===== src/design/energy_activity_detector_core_defines.svh =====
// ----------------------------------------------------------------------------
// Energy activity detector - assertion macros
// Shared assertion shorthands; each expects clk_i and rst_ni in scope.
// ----------------------------------------------------------------------------
`ifndef ENERGY_ACTIVITY_DETECTOR_CORE_DEFINES_SVH
`define ENERGY_ACTIVITY_DETECTOR_CORE_DEFINES_SVH

// Same-cycle implication
`define EAC_ASSERT_IMPLIES(lbl, ante, cons, msg) \
  lbl: assert property (@(posedge clk_i) disable iff (!rst_ni) \
    (ante) |-> (cons)) else $error(msg);

// Next-cycle implication
`define EAC_ASSERT_NEXT(lbl, ante, cons, msg) \
  lbl: assert property (@(posedge clk_i) disable iff (!rst_ni) \
    (ante) |=> (cons)) else $error(msg);

`endif


===== src/design/eac_pkg.sv =====
// ----------------------------------------------------------------------------
// Energy activity detector - package
// Types, constants and arithmetic helpers shared by the detector modules.
// ----------------------------------------------------------------------------
package eac_pkg;

  localparam int unsigned SCALE_SHIFT = 9;
  localparam int unsigned NUM_STAGES  = 8;

  localparam logic [30:0] ACC_MAX     = 31'h7FFF_FFFF;
  localparam logic [30:0] ACT_THRESH  = 31'd644245094;
  localparam logic [30:0] FLAG_THRESH = 31'd1073741824;

  localparam logic [4:0]  HPF_SHIFT_RST  = 5'd4;
  localparam logic [4:0]  LPF_SHIFT_RST  = 5'd6;
  localparam logic [4:0]  FP_SHIFT_RST   = 5'd10;
  localparam logic [15:0] DECIM_MASK_RST = 16'd255;
  localparam logic [7:0]  THR_GAIN_RST   = 8'd4;
  localparam logic [30:0] RISE_STEP_RST  = 31'd21474836;
  localparam logic [30:0] FALL_STEP_RST  = 31'd2147483;
  localparam logic [23:0] HOLD_RST       = 24'd16000;

  typedef enum logic [2:0] {
    CFG_HPF_SHIFT  = 3'd0,
    CFG_LPF_SHIFT  = 3'd1,
    CFG_FP_SHIFT   = 3'd2,
    CFG_DECIM_MASK = 3'd3,
    CFG_THR_GAIN   = 3'd4,
    CFG_RISE_STEP  = 3'd5,
    CFG_FALL_STEP  = 3'd6,
    CFG_HOLD       = 3'd7
  } cfg_idx_e;

  typedef struct packed {
    logic [4:0]  hpf_shift;
    logic [4:0]  lpf_shift;
    logic [4:0]  floor_peak_shift;
    logic [15:0] decim_mask;
    logic [7:0]  thr_gain;
    logic [30:0] rise_step;
    logic [30:0] fall_step;
    logic [23:0] hold_samples;
  } cfg_t;

  // One advance strobe per pipeline stage
  typedef struct packed {
    logic s1;
    logic s2;
    logic s3;
    logic s4;
    logic s5;
    logic s6;
    logic s7;
  } adv_t;

  function automatic logic [31:0] asr32(logic [31:0] x, logic [4:0] s);
    return 32'($signed(x) >>> s);
  endfunction

  // One-pole shift filter: acc + (in >> s) - (acc >> s)
  function automatic logic [31:0] smooth(logic [31:0] acc, logic [31:0] din,
                                         logic [4:0] s);
    return asr32(din, s) + acc - asr32(acc, s);
  endfunction

  function automatic logic [30:0] sat_add31(logic [30:0] a, logic [30:0] b);
    logic [31:0] sum;
    sum = {1'b0, a} + {1'b0, b};
    return sum[31] ? ACC_MAX : sum[30:0];
  endfunction

  function automatic logic [30:0] sat_sub31(logic [30:0] a, logic [30:0] b);
    logic [31:0] dif;
    dif = {1'b0, a} - {1'b0, b};
    return dif[31] ? 31'd0 : dif[30:0];
  endfunction

endpackage


===== src/design/eac_filter.sv =====
// ----------------------------------------------------------------------------
// Energy activity detector - filter stages
// High-pass difference and magnitude, envelope, peak and noise floor tracking.
// ----------------------------------------------------------------------------
`include "energy_activity_detector_core_defines.svh"

module eac_filter import eac_pkg::*; (
  input  logic        clk_i,
  input  logic        rst_ni,
  input  cfg_t        cfg_i,
  input  adv_t        adv_i,
  input  logic [15:0] sample_i,
  output logic [31:0] peak_o,
  output logic [31:0] floor_o
);

  logic [31:0] hp_q, hp_d;
  logic [31:0] mag_q, mag_d;
  logic [31:0] env_q, env_d;
  logic [31:0] peak_q, peak_d;
  logic [31:0] floor_q, floor_d;
  logic [15:0] dcnt_q, dcnt_d;

  logic [31:0] x_scaled, hp_leak, diff;
  logic [31:0] peak_sm, floor_sm, floor_cl;
  logic [15:0] dcnt_dec;

  // Stage 1: leaky integrator and magnitude of its difference
  always_comb begin
    x_scaled = {{(16 - SCALE_SHIFT){sample_i[15]}}, sample_i, {SCALE_SHIFT{1'b0}}};
    hp_leak  = asr32(hp_q, cfg_i.hpf_shift);
    hp_d     = hp_q - hp_leak + x_scaled;
    diff     = x_scaled - hp_leak;
    mag_d    = diff[31] ? (32'd0 - diff) : diff;
  end

  // Stage 2: envelope
  assign env_d = smooth(env_q, mag_q, cfg_i.lpf_shift);

  // Stage 3: peak every item, floor once per decimation period
  always_comb begin
    peak_sm = smooth(peak_q, env_q, cfg_i.floor_peak_shift);
    peak_d  = ($signed(env_q) > $signed(peak_sm)) ? env_q : peak_sm;

    floor_sm = smooth(floor_q, env_q, cfg_i.floor_peak_shift);
    floor_cl = ($signed(env_q) < $signed(floor_sm)) ? env_q : floor_sm;
    dcnt_dec = cfg_i.decim_mask & (dcnt_q - 16'd1);
    if (dcnt_dec == 16'd0) begin
      floor_d = floor_cl[31] ? 32'd0 : floor_cl;
      dcnt_d  = cfg_i.decim_mask;
    end else begin
      floor_d = floor_q;
      dcnt_d  = dcnt_dec;
    end
  end

  always_ff @(posedge clk_i or negedge rst_ni) begin
    if (!rst_ni) begin
      hp_q    <= '0;
      env_q   <= '0;
      peak_q  <= '0;
      floor_q <= '0;
      dcnt_q  <= '0;
    end else begin
      if (adv_i.s1) begin
        hp_q <= hp_d;
      end
      if (adv_i.s2) begin
        env_q <= env_d;
      end
      if (adv_i.s3) begin
        peak_q  <= peak_d;
        floor_q <= floor_d;
        dcnt_q  <= dcnt_d;
      end
    end
  end

  always_ff @(posedge clk_i) begin
    if (adv_i.s1) begin
      mag_q <= mag_d;
    end
  end

  assign peak_o  = peak_q;
  assign floor_o = floor_q;

  `EAC_ASSERT_IMPLIES(a_floor_nonneg, 1'b1, !floor_q[31], "noise floor went negative")
  `EAC_ASSERT_NEXT(a_floor_hold, !adv_i.s3, $stable(floor_q) && $stable(peak_q),
                   "peak or floor moved without an item")

endmodule


===== src/design/eac_decide.sv =====
// ----------------------------------------------------------------------------
// Energy activity detector - decision stages
// Threshold compare, activity and flag accumulators, onset hold counter.
// ----------------------------------------------------------------------------
`include "energy_activity_detector_core_defines.svh"

module eac_decide import eac_pkg::*; (
  input  logic        clk_i,
  input  logic        rst_ni,
  input  cfg_t        cfg_i,
  input  adv_t        adv_i,
  input  logic [31:0] peak_i,
  input  logic [31:0] floor_i,
  output logic        detected_o
);

  logic        gt_q, gt_d;
  logic [30:0] act_q, act_d;
  logic [30:0] flag_q, flag_d;
  logic [23:0] hold_q, hold_d;
  logic        onset_q, onset_d;
  logic        det_q, det_d;

  logic signed [40:0] prod;
  logic signed [40:0] peak_ext;

  // Stage 4: peak against floor * gain at full width
  always_comb begin
    prod     = 41'($signed(floor_i)) * 41'($signed({1'b0, cfg_i.thr_gain}));
    peak_ext = 41'(signed'(peak_i));
    gt_d     = peak_ext > prod;
  end

  // Stage 5: activity accumulator
  assign act_d = gt_q ? sat_add31(act_q, cfg_i.rise_step)
                      : sat_sub31(act_q, cfg_i.fall_step);

  // Stage 6: flag accumulator, steps swapped
  assign flag_d = (act_q > ACT_THRESH) ? sat_add31(flag_q, cfg_i.fall_step)
                                       : sat_sub31(flag_q, cfg_i.rise_step);

  // Stage 7: hold counter, reload on a fresh onset
  always_comb begin
    hold_d  = hold_q;
    onset_d = onset_q;
    if (hold_q != 24'd0) begin
      hold_d = hold_q - 24'd1;
    end else begin
      onset_d = 1'b0;
    end
    if ((flag_q > FLAG_THRESH) && !onset_d) begin
      hold_d  = cfg_i.hold_samples;
      onset_d = 1'b1;
    end
    det_d = (hold_d != 24'd0);
  end

  always_ff @(posedge clk_i or negedge rst_ni) begin
    if (!rst_ni) begin
      act_q   <= '0;
      flag_q  <= '0;
      hold_q  <= '0;
      onset_q <= 1'b0;
      det_q   <= 1'b0;
    end else begin
      if (adv_i.s5) begin
        act_q <= act_d;
      end
      if (adv_i.s6) begin
        flag_q <= flag_d;
      end
      if (adv_i.s7) begin
        hold_q  <= hold_d;
        onset_q <= onset_d;
        det_q   <= det_d;
      end
    end
  end

  always_ff @(posedge clk_i) begin
    if (adv_i.s4) begin
      gt_q <= gt_d;
    end
  end

  assign detected_o = det_q;

  `EAC_ASSERT_IMPLIES(a_hold_onset, hold_q != 24'd0, onset_q,
                      "hold counter running without a latched onset")
  `EAC_ASSERT_IMPLIES(a_det_hold, 1'b1, det_q == (hold_q != 24'd0),
                      "detected disagrees with hold counter")

endmodule


===== src/design/energy_activity_detector_core.sv =====
// ----------------------------------------------------------------------------
// Energy activity detector - top level
// Sample in, one activity decision out per sample.
// ----------------------------------------------------------------------------
// Takes one item per clock and returns one result item for each, in order,
// through the input register and seven stages, the last of which is the
// output register. Every stage keeps its own filter or accumulator state, so
// items follow back to back at one per cycle; the throughput is set by the
// single stalling pipeline: whenever the output item is held by out_ready_i
// low, the whole pipeline and in_ready_o halt.
// Write configuration only when no item is in flight.
`include "energy_activity_detector_core_defines.svh"

module energy_activity_detector_core import eac_pkg::*; (
  input  logic        clk_i,
  input  logic        rst_ni,
  input  logic        cfg_we_i,
  input  logic [2:0]  cfg_idx_i,
  input  logic [30:0] cfg_wdata_i,
  input  logic        in_valid_i,
  output logic        in_ready_o,
  input  logic [15:0] sample_i,
  input  logic        end_of_block_i,
  output logic        out_valid_o,
  input  logic        out_ready_i,
  output logic        detected_o,
  output logic        end_of_block_out_o
);

  cfg_t cfg_q;
  adv_t adv;

  logic [NUM_STAGES-1:0] valid_q;
  logic [NUM_STAGES-1:0] eob_q;
  logic [15:0]           sample_q;
  logic                  en;
  logic [31:0]           peak, noise_floor;

  // Configuration registers
  always_ff @(posedge clk_i or negedge rst_ni) begin
    if (!rst_ni) begin
      cfg_q.hpf_shift        <= HPF_SHIFT_RST;
      cfg_q.lpf_shift        <= LPF_SHIFT_RST;
      cfg_q.floor_peak_shift <= FP_SHIFT_RST;
      cfg_q.decim_mask       <= DECIM_MASK_RST;
      cfg_q.thr_gain         <= THR_GAIN_RST;
      cfg_q.rise_step        <= RISE_STEP_RST;
      cfg_q.fall_step        <= FALL_STEP_RST;
      cfg_q.hold_samples     <= HOLD_RST;
    end else if (cfg_we_i) begin
      unique case (cfg_idx_e'(cfg_idx_i))
        CFG_HPF_SHIFT:  cfg_q.hpf_shift        <= cfg_wdata_i[4:0];
        CFG_LPF_SHIFT:  cfg_q.lpf_shift        <= cfg_wdata_i[4:0];
        CFG_FP_SHIFT:   cfg_q.floor_peak_shift <= cfg_wdata_i[4:0];
        CFG_DECIM_MASK: cfg_q.decim_mask       <= cfg_wdata_i[15:0];
        CFG_THR_GAIN:   cfg_q.thr_gain         <= cfg_wdata_i[7:0];
        CFG_RISE_STEP:  cfg_q.rise_step        <= cfg_wdata_i;
        CFG_FALL_STEP:  cfg_q.fall_step        <= cfg_wdata_i;
        CFG_HOLD:       cfg_q.hold_samples     <= cfg_wdata_i[23:0];
        default: ;
      endcase
    end
  end

  // Advance everything unless the output item is stuck
  assign en         = !valid_q[NUM_STAGES-1] || out_ready_i;
  assign in_ready_o = en;

  always_comb begin
    adv.s1 = en && valid_q[0];
    adv.s2 = en && valid_q[1];
    adv.s3 = en && valid_q[2];
    adv.s4 = en && valid_q[3];
    adv.s5 = en && valid_q[4];
    adv.s6 = en && valid_q[5];
    adv.s7 = en && valid_q[6];
  end

  always_ff @(posedge clk_i or negedge rst_ni) begin
    if (!rst_ni) begin
      valid_q <= '0;
    end else if (en) begin
      valid_q <= {valid_q[NUM_STAGES-2:0], in_valid_i};
    end
  end

  always_ff @(posedge clk_i) begin
    if (en) begin
      eob_q <= {eob_q[NUM_STAGES-2:0], end_of_block_i};
      if (in_valid_i) begin
        sample_q <= sample_i;
      end
    end
  end

  eac_filter u_filter (
    .clk_i    (clk_i),
    .rst_ni   (rst_ni),
    .cfg_i    (cfg_q),
    .adv_i    (adv),
    .sample_i (sample_q),
    .peak_o   (peak),
    .floor_o  (noise_floor)
  );

  eac_decide u_decide (
    .clk_i      (clk_i),
    .rst_ni     (rst_ni),
    .cfg_i      (cfg_q),
    .adv_i      (adv),
    .peak_i     (peak),
    .floor_i    (noise_floor),
    .detected_o (detected_o)
  );

  assign out_valid_o        = valid_q[NUM_STAGES-1];
  assign end_of_block_out_o = eob_q[NUM_STAGES-1];

  `EAC_ASSERT_NEXT(a_stall_freeze, out_valid_o && !out_ready_i, $stable(valid_q),
                   "pipeline moved while output stalled")
  `EAC_ASSERT_NEXT(a_accept_load, in_valid_i && in_ready_o, valid_q[0],
                   "accepted item did not enter the input register")

endmodule

===== config.mk =====
export PLATFORM = sky130hd
export DESIGN_NAME = energy_activity_detector_core
export DESIGN_NICKNAME = d
export VERILOG_FILES = /design/src/design/eac_pkg.sv /design/src/design/eac_filter.sv /design/src/design/eac_decide.sv /design/src/design/energy_activity_detector_core.sv
export VERILOG_INCLUDE_DIRS = /design/src /design/src/design
export SDC_FILE = /design/constraint.sdc
export NUM_CORES = 2
export LEC_CHECK = 0
export CORE_MARGIN = 10
export CORE_UTILIZATION = 60
export CTS_BUF_LIST = sky130_fd_sc_hd__clkbuf_4
export CTS_CLUSTER_SIZE = 8
export DETAILED_ROUTE_END_ITERATION = 8
export DONT_BUFFER_PORTS = 1
export PLACE_DENSITY = 0.87
export SLEW_MARGIN = 10
export SYNTH_ARGS = -nofsm -noshare
export SYNTH_HDL_FRONTEND = slang
export SYNTH_SLANG_ARGS = --single-unit

===== constraint.sdc =====
create_clock -name clk_i -period 15.65 [get_ports clk_i]
set_input_delay 3.13 -clock clk_i [delete_from_list [all_inputs] [get_ports clk_i]]
set_output_delay 3.13 -clock clk_i [all_outputs]
set_load 0.05 [all_outputs]

==> impl_table.tex <==
\begin{tabular}{lr}
\hline
Metric & Value \\
\hline
\multicolumn{2}{l}{\textbf{Min path}} \\
Cell count of the worst hold path & 0 \\
Classification of the worst-slack hold path & reg -> reg \\
Worst hold endpoint & eob\_q[6] \\
Startpoint of the lowest-slack hold path & eob\_q[5] \\
\multicolumn{2}{l}{\textbf{Timing}} \\
Number of hold-slack violations in the final timing report & 0 \\
Final-report max-slew violation count & 0 \\
Accumulated negative setup slack & 0 ns \\
Worst Skew & 0.158 ns \\
Share of the clock period used by the worst path after layout & 70.2\% \\
Fmax & 0.0910 GHz \\
Transition time at the pin with the least slew margin & 1.23 ns \\
Min cycle time layout & 10.99 ns \\
Final setup violation count & 0 \\
Setup repair after global routing missed its margin & no \\
Normalized max-slew margin & 18.2\% \\
\multicolumn{2}{l}{\textbf{Placed design}} \\
HPWL Detailed & 129000 um \\
Number of port buffers & 0 \\
Placer's final routability congestion estimate & 0.994 \\
\multicolumn{2}{l}{\textbf{Clocking}} \\
Number of buffers inserted by post-CTS setup repair & 0 \\
Quantity of hold-fixing buffers added after cts & 0 \\
Count of instances resized after the clock tree is built & 0 \\
Clock edge transition at the registers on the reported setup and hold paths & 0.08 ns \\
Clock root buffer master & sky130\_fd\_sc\_hd\_\_clkbuf\_4 \\
Total CTS buffers & 121 \\
Clock H-tree levels & 3 \\
Clock sink count & 421 \\
Worst-Skew Late Latency & 1.09 ns \\
CTS tree & yes \\
Maximum clock insertion buffer count & 3 \\
\multicolumn{2}{l}{\textbf{Setup path}} \\
Kind of end point of the critical path & flip-flop \\
Critical Path Slowest Stage Cell & sky130\_fd\_sc\_hd\_\_dfstp\_4 \\
Crit path top cell by count & sky130\_fd\_sc\_hd\_\_o21ai\_0 \\
R2R Path End & u\_filter.floor\_o[2] \\
Crit path DAT & 11.88 ns \\
Required time reported for the critical path endpoint & 16.54 ns \\
Critical Path Start Type & flip-flop \\
Highest cell delay on the worst timing path & 1.14 ns \\
Maximum net fanout on the critical path & 75 \\
Type of the worst setup path & reg -> reg \\
Register-to-Register Setup Slack & 4.66 ns \\
Start of the worst register-to-register path & cfg\_q[111] \\
Number of cell instances on the worst register-to-register path & 36 \\
Crit path launch & cfg\_q[111] \\
\multicolumn{2}{l}{\textbf{Drt}} \\
Final antenna-violating net count & 0 \\
Number of vias in the routed layout & 49378 \\
Total Routed Length & 170000 um \\
Routed wirelength normalized by instance count & 22.0 um \\
Total DRC errors in the routed layout & 0 \\
Iteration count of the initial detailed-routing pass & 8 \\
Number of design-rule violations left by the first detailed-router iteration & 5157 \\
Detail-routed via count per cell & 6.39 \\
\multicolumn{2}{l}{\textbf{Final layout}} \\
Total area of sequential cells & 10900 um2 \\
Layout overhead on the synthesized area & 4.47\% \\
Ratio of cells with drive above 1 in the final layout & 10.5\% \\
Number of fill cells in the layout & 7739 \\
Area occupied by multi-input gates & 39800 um2 \\
Number of nets in the final layout & 7245 \\
\multicolumn{2}{l}{\textbf{Outcome}} \\
Outcome & completed \\
\multicolumn{2}{l}{\textbf{Floorplanning}} \\
Die Y-Extent & 322 um \\
Effective utilization at floorplan & 60.6\% \\
Core Rows & 110 \\
CORE AREA & 90300 um2 \\
Die width & 322 um \\
I/O pin cnt & 60 \\
Die Footprint & 104000 um2 \\
\multicolumn{2}{l}{\textbf{Flow run}} \\
\# Max-Cap Violations & 0 \\
\multicolumn{2}{l}{\textbf{Synth}} \\
Count of unique library cells instantiated by Yosys & 92 \\
Top cells by instance count after synthesis & sky130\_fd\_sc\_hd\_\_inv\_1, sky130\_fd\_sc\_hd\_\_nand2\_1, sky130\_fd\_sc\_hd\_\_o21ai\_0, sky130\_fd\_sc\_hd\_\_a21oi\_1, sky130\_fd\_sc\_hd\_\_ha\_1 \\
Post-synth design cell area & 54700 um2 \\
Flop and latch count out of synthesis & 421 \\
Post-Syn Area per Cell & 8.31 um2 \\
Basic-gate share of the synthesized area counting and, or, nand and nor cells & 15.5\% \\
Sequential-to-total area share from yosys stat & 19.9\% \\
Cell count after synthesis & 6586 \\
Compound-cell area share of the yosys netlist & 19.5\% \\
Post-synthesis share of cell area spent on xor and xnor gates & 5.36\% \\
Post-synthesis async set-or-reset flop share & 86.5\% \\
Mux share of post-synthesis cell area & 11.3\% \\
Most common cell in the netlist & sky130\_fd\_sc\_hd\_\_inv\_1 \\
Net Count, Synth & 7382 \\
Dominant cell type by area after synthesis & sky130\_fd\_sc\_hd\_\_dfrtp\_1 \\
Number of enable-type register cells in the synthesized netlist & 57 \\
Combinational family with the most area after synthesis & adder cells \\
Dominant synthesized flop cell & sky130\_fd\_sc\_hd\_\_dfrtp\_1 \\
Synthesis warning total & 0 \\
Most area-consuming cells after synthesis & sky130\_fd\_sc\_hd\_\_dfrtp\_1, sky130\_fd\_sc\_hd\_\_fa\_1, sky130\_fd\_sc\_hd\_\_ha\_1 \\
Synth Area in Adders & 20.9\% \\
Share of the synthesized area in the top cell type & 14.8\% \\
\multicolumn{2}{l}{\textbf{Global routing}} \\
Antenna violations before repair & 7 \\
Total Routing Usage GR & 32.6\% \\
Pin count of the biggest net entering global routing & 365 \\
Total global routing overflow & 0 \\
Vias in the first global route & 48678 \\
Wire length of the first global-routing pass & 271000 um \\
\hline
\end{tabular}
metal layers:
layer / vias up / part of all wire, % / global-route usage (%)
li1: 22683 / - / -
met2: 2312 / 46 / 52.8
met4: 2 / 5.6 / 16.0
met5: - / 0.0053 / 0
met1: 23835 / 40 / 41.6
met3: 546 / 8.6 / 6.22
cells by family after synthesis:
kind of cell,after synthesis
buffers and inverters,1097
and+or+nand+nor,1825
DFF,421
xor gates and xnor gates,335
AOI/OAI and AO/OA,1721
muxes,447
adders and majority gates,740
worst max path at each step:
stage | end | cells past startpoint
5_1_grt | u_filter.floor_o[1] | 36
3_3_place_gp | u_filter.floor_o[2] | 36
3_5_place_dp | u_filter.floor_o[12] | 36
4_1_cts | u_filter.floor_o[2] | 36
2_1_floorplan | u_filter.floor_o[25] | 35
6_report | u_filter.floor_o[2] | 36
through the flow:
stage                     hold slack [ns]  instances  instance area, um2  worst slack, ns  util [%]
after CTS                           0.423       7725               57200             4.95      63.3
after detailed placement            0.408       7501               55500             5.06      61.5
final                               0.421       7732               57200             4.66      63.3
after floorplan                     0.400       6586               54700             7.50         -
after global placement              0.405       7501               55500             5.40      61.5
after global routing                0.441       7730               57200             3.89      63.3
layout make-up:
class | instances | share of cell area, %
Inverter | 770 | 5.05
Clock inverter | 38 | 0.429
Sequential cell | 421 | 19.0
Timing Repair Buffer | 67 | 0.893
Multi-Input combinational cell | 5068 | 69.5
Tap cell | 1176 | 2.57
Clock buffer | 186 | 2.44
Antenna cell | 6 | 0.0263
worst max-delay path: cells and delay by family, from the launching register on:
family | cells | cell delay (ns)
fa+ha+maj | 3 | 1.12
flops | 1 | 1.14
xor+xnor | 2 | 0.28
simple gates | 11 | 2.21
compound gates | 17 | 4.68
buf+inv | 3 | 1.26
sequential cells by signal (all words and copies together), names as in the netlist, 24 cells and up:
signal / cells
u_filter.env_q: 32
cfg_q: 125
u_filter.mag_q: 32
u_filter.hp_q: 32
u_filter.peak_o: 32
u_decide.flag_q: 31
u_filter.floor_o: 31
u_decide.act_q: 31
u_decide.hold_q: 24
layout by cell type, fill, tap and decap left out, types with 123 or more instances in the layout:
master / netlist / final
sky130_fd_sc_hd__o21ai_0: 545 / 545
sky130_fd_sc_hd__nand2_1: 738 / 735
sky130_fd_sc_hd__xor2_1: 123 / 123
sky130_fd_sc_hd__inv_1: 762 / 760
sky130_fd_sc_hd__and2_1: 208 / 207
sky130_fd_sc_hd__clkbuf_4: 0 / 186
sky130_fd_sc_hd__a21o_1: 167 / 167
sky130_fd_sc_hd__nor2_1: 380 / 379
sky130_fd_sc_hd__dfrtp_1: 323 / 318
sky130_fd_sc_hd__mux2i_1: 143 / 143
sky130_fd_sc_hd__a21oi_1: 458 / 456
sky130_fd_sc_hd__fa_1: 294 / 294
sky130_fd_sc_hd__ha_1: 446 / 446
sky130_fd_sc_hd__mux2_2: 181 / 181
sky130_fd_sc_hd__xnor2_1: 212 / 212
Power is left out: the tool's default activity adds up to more than one toggle a clock period on the data nets, which glitch-free logic cannot reach.
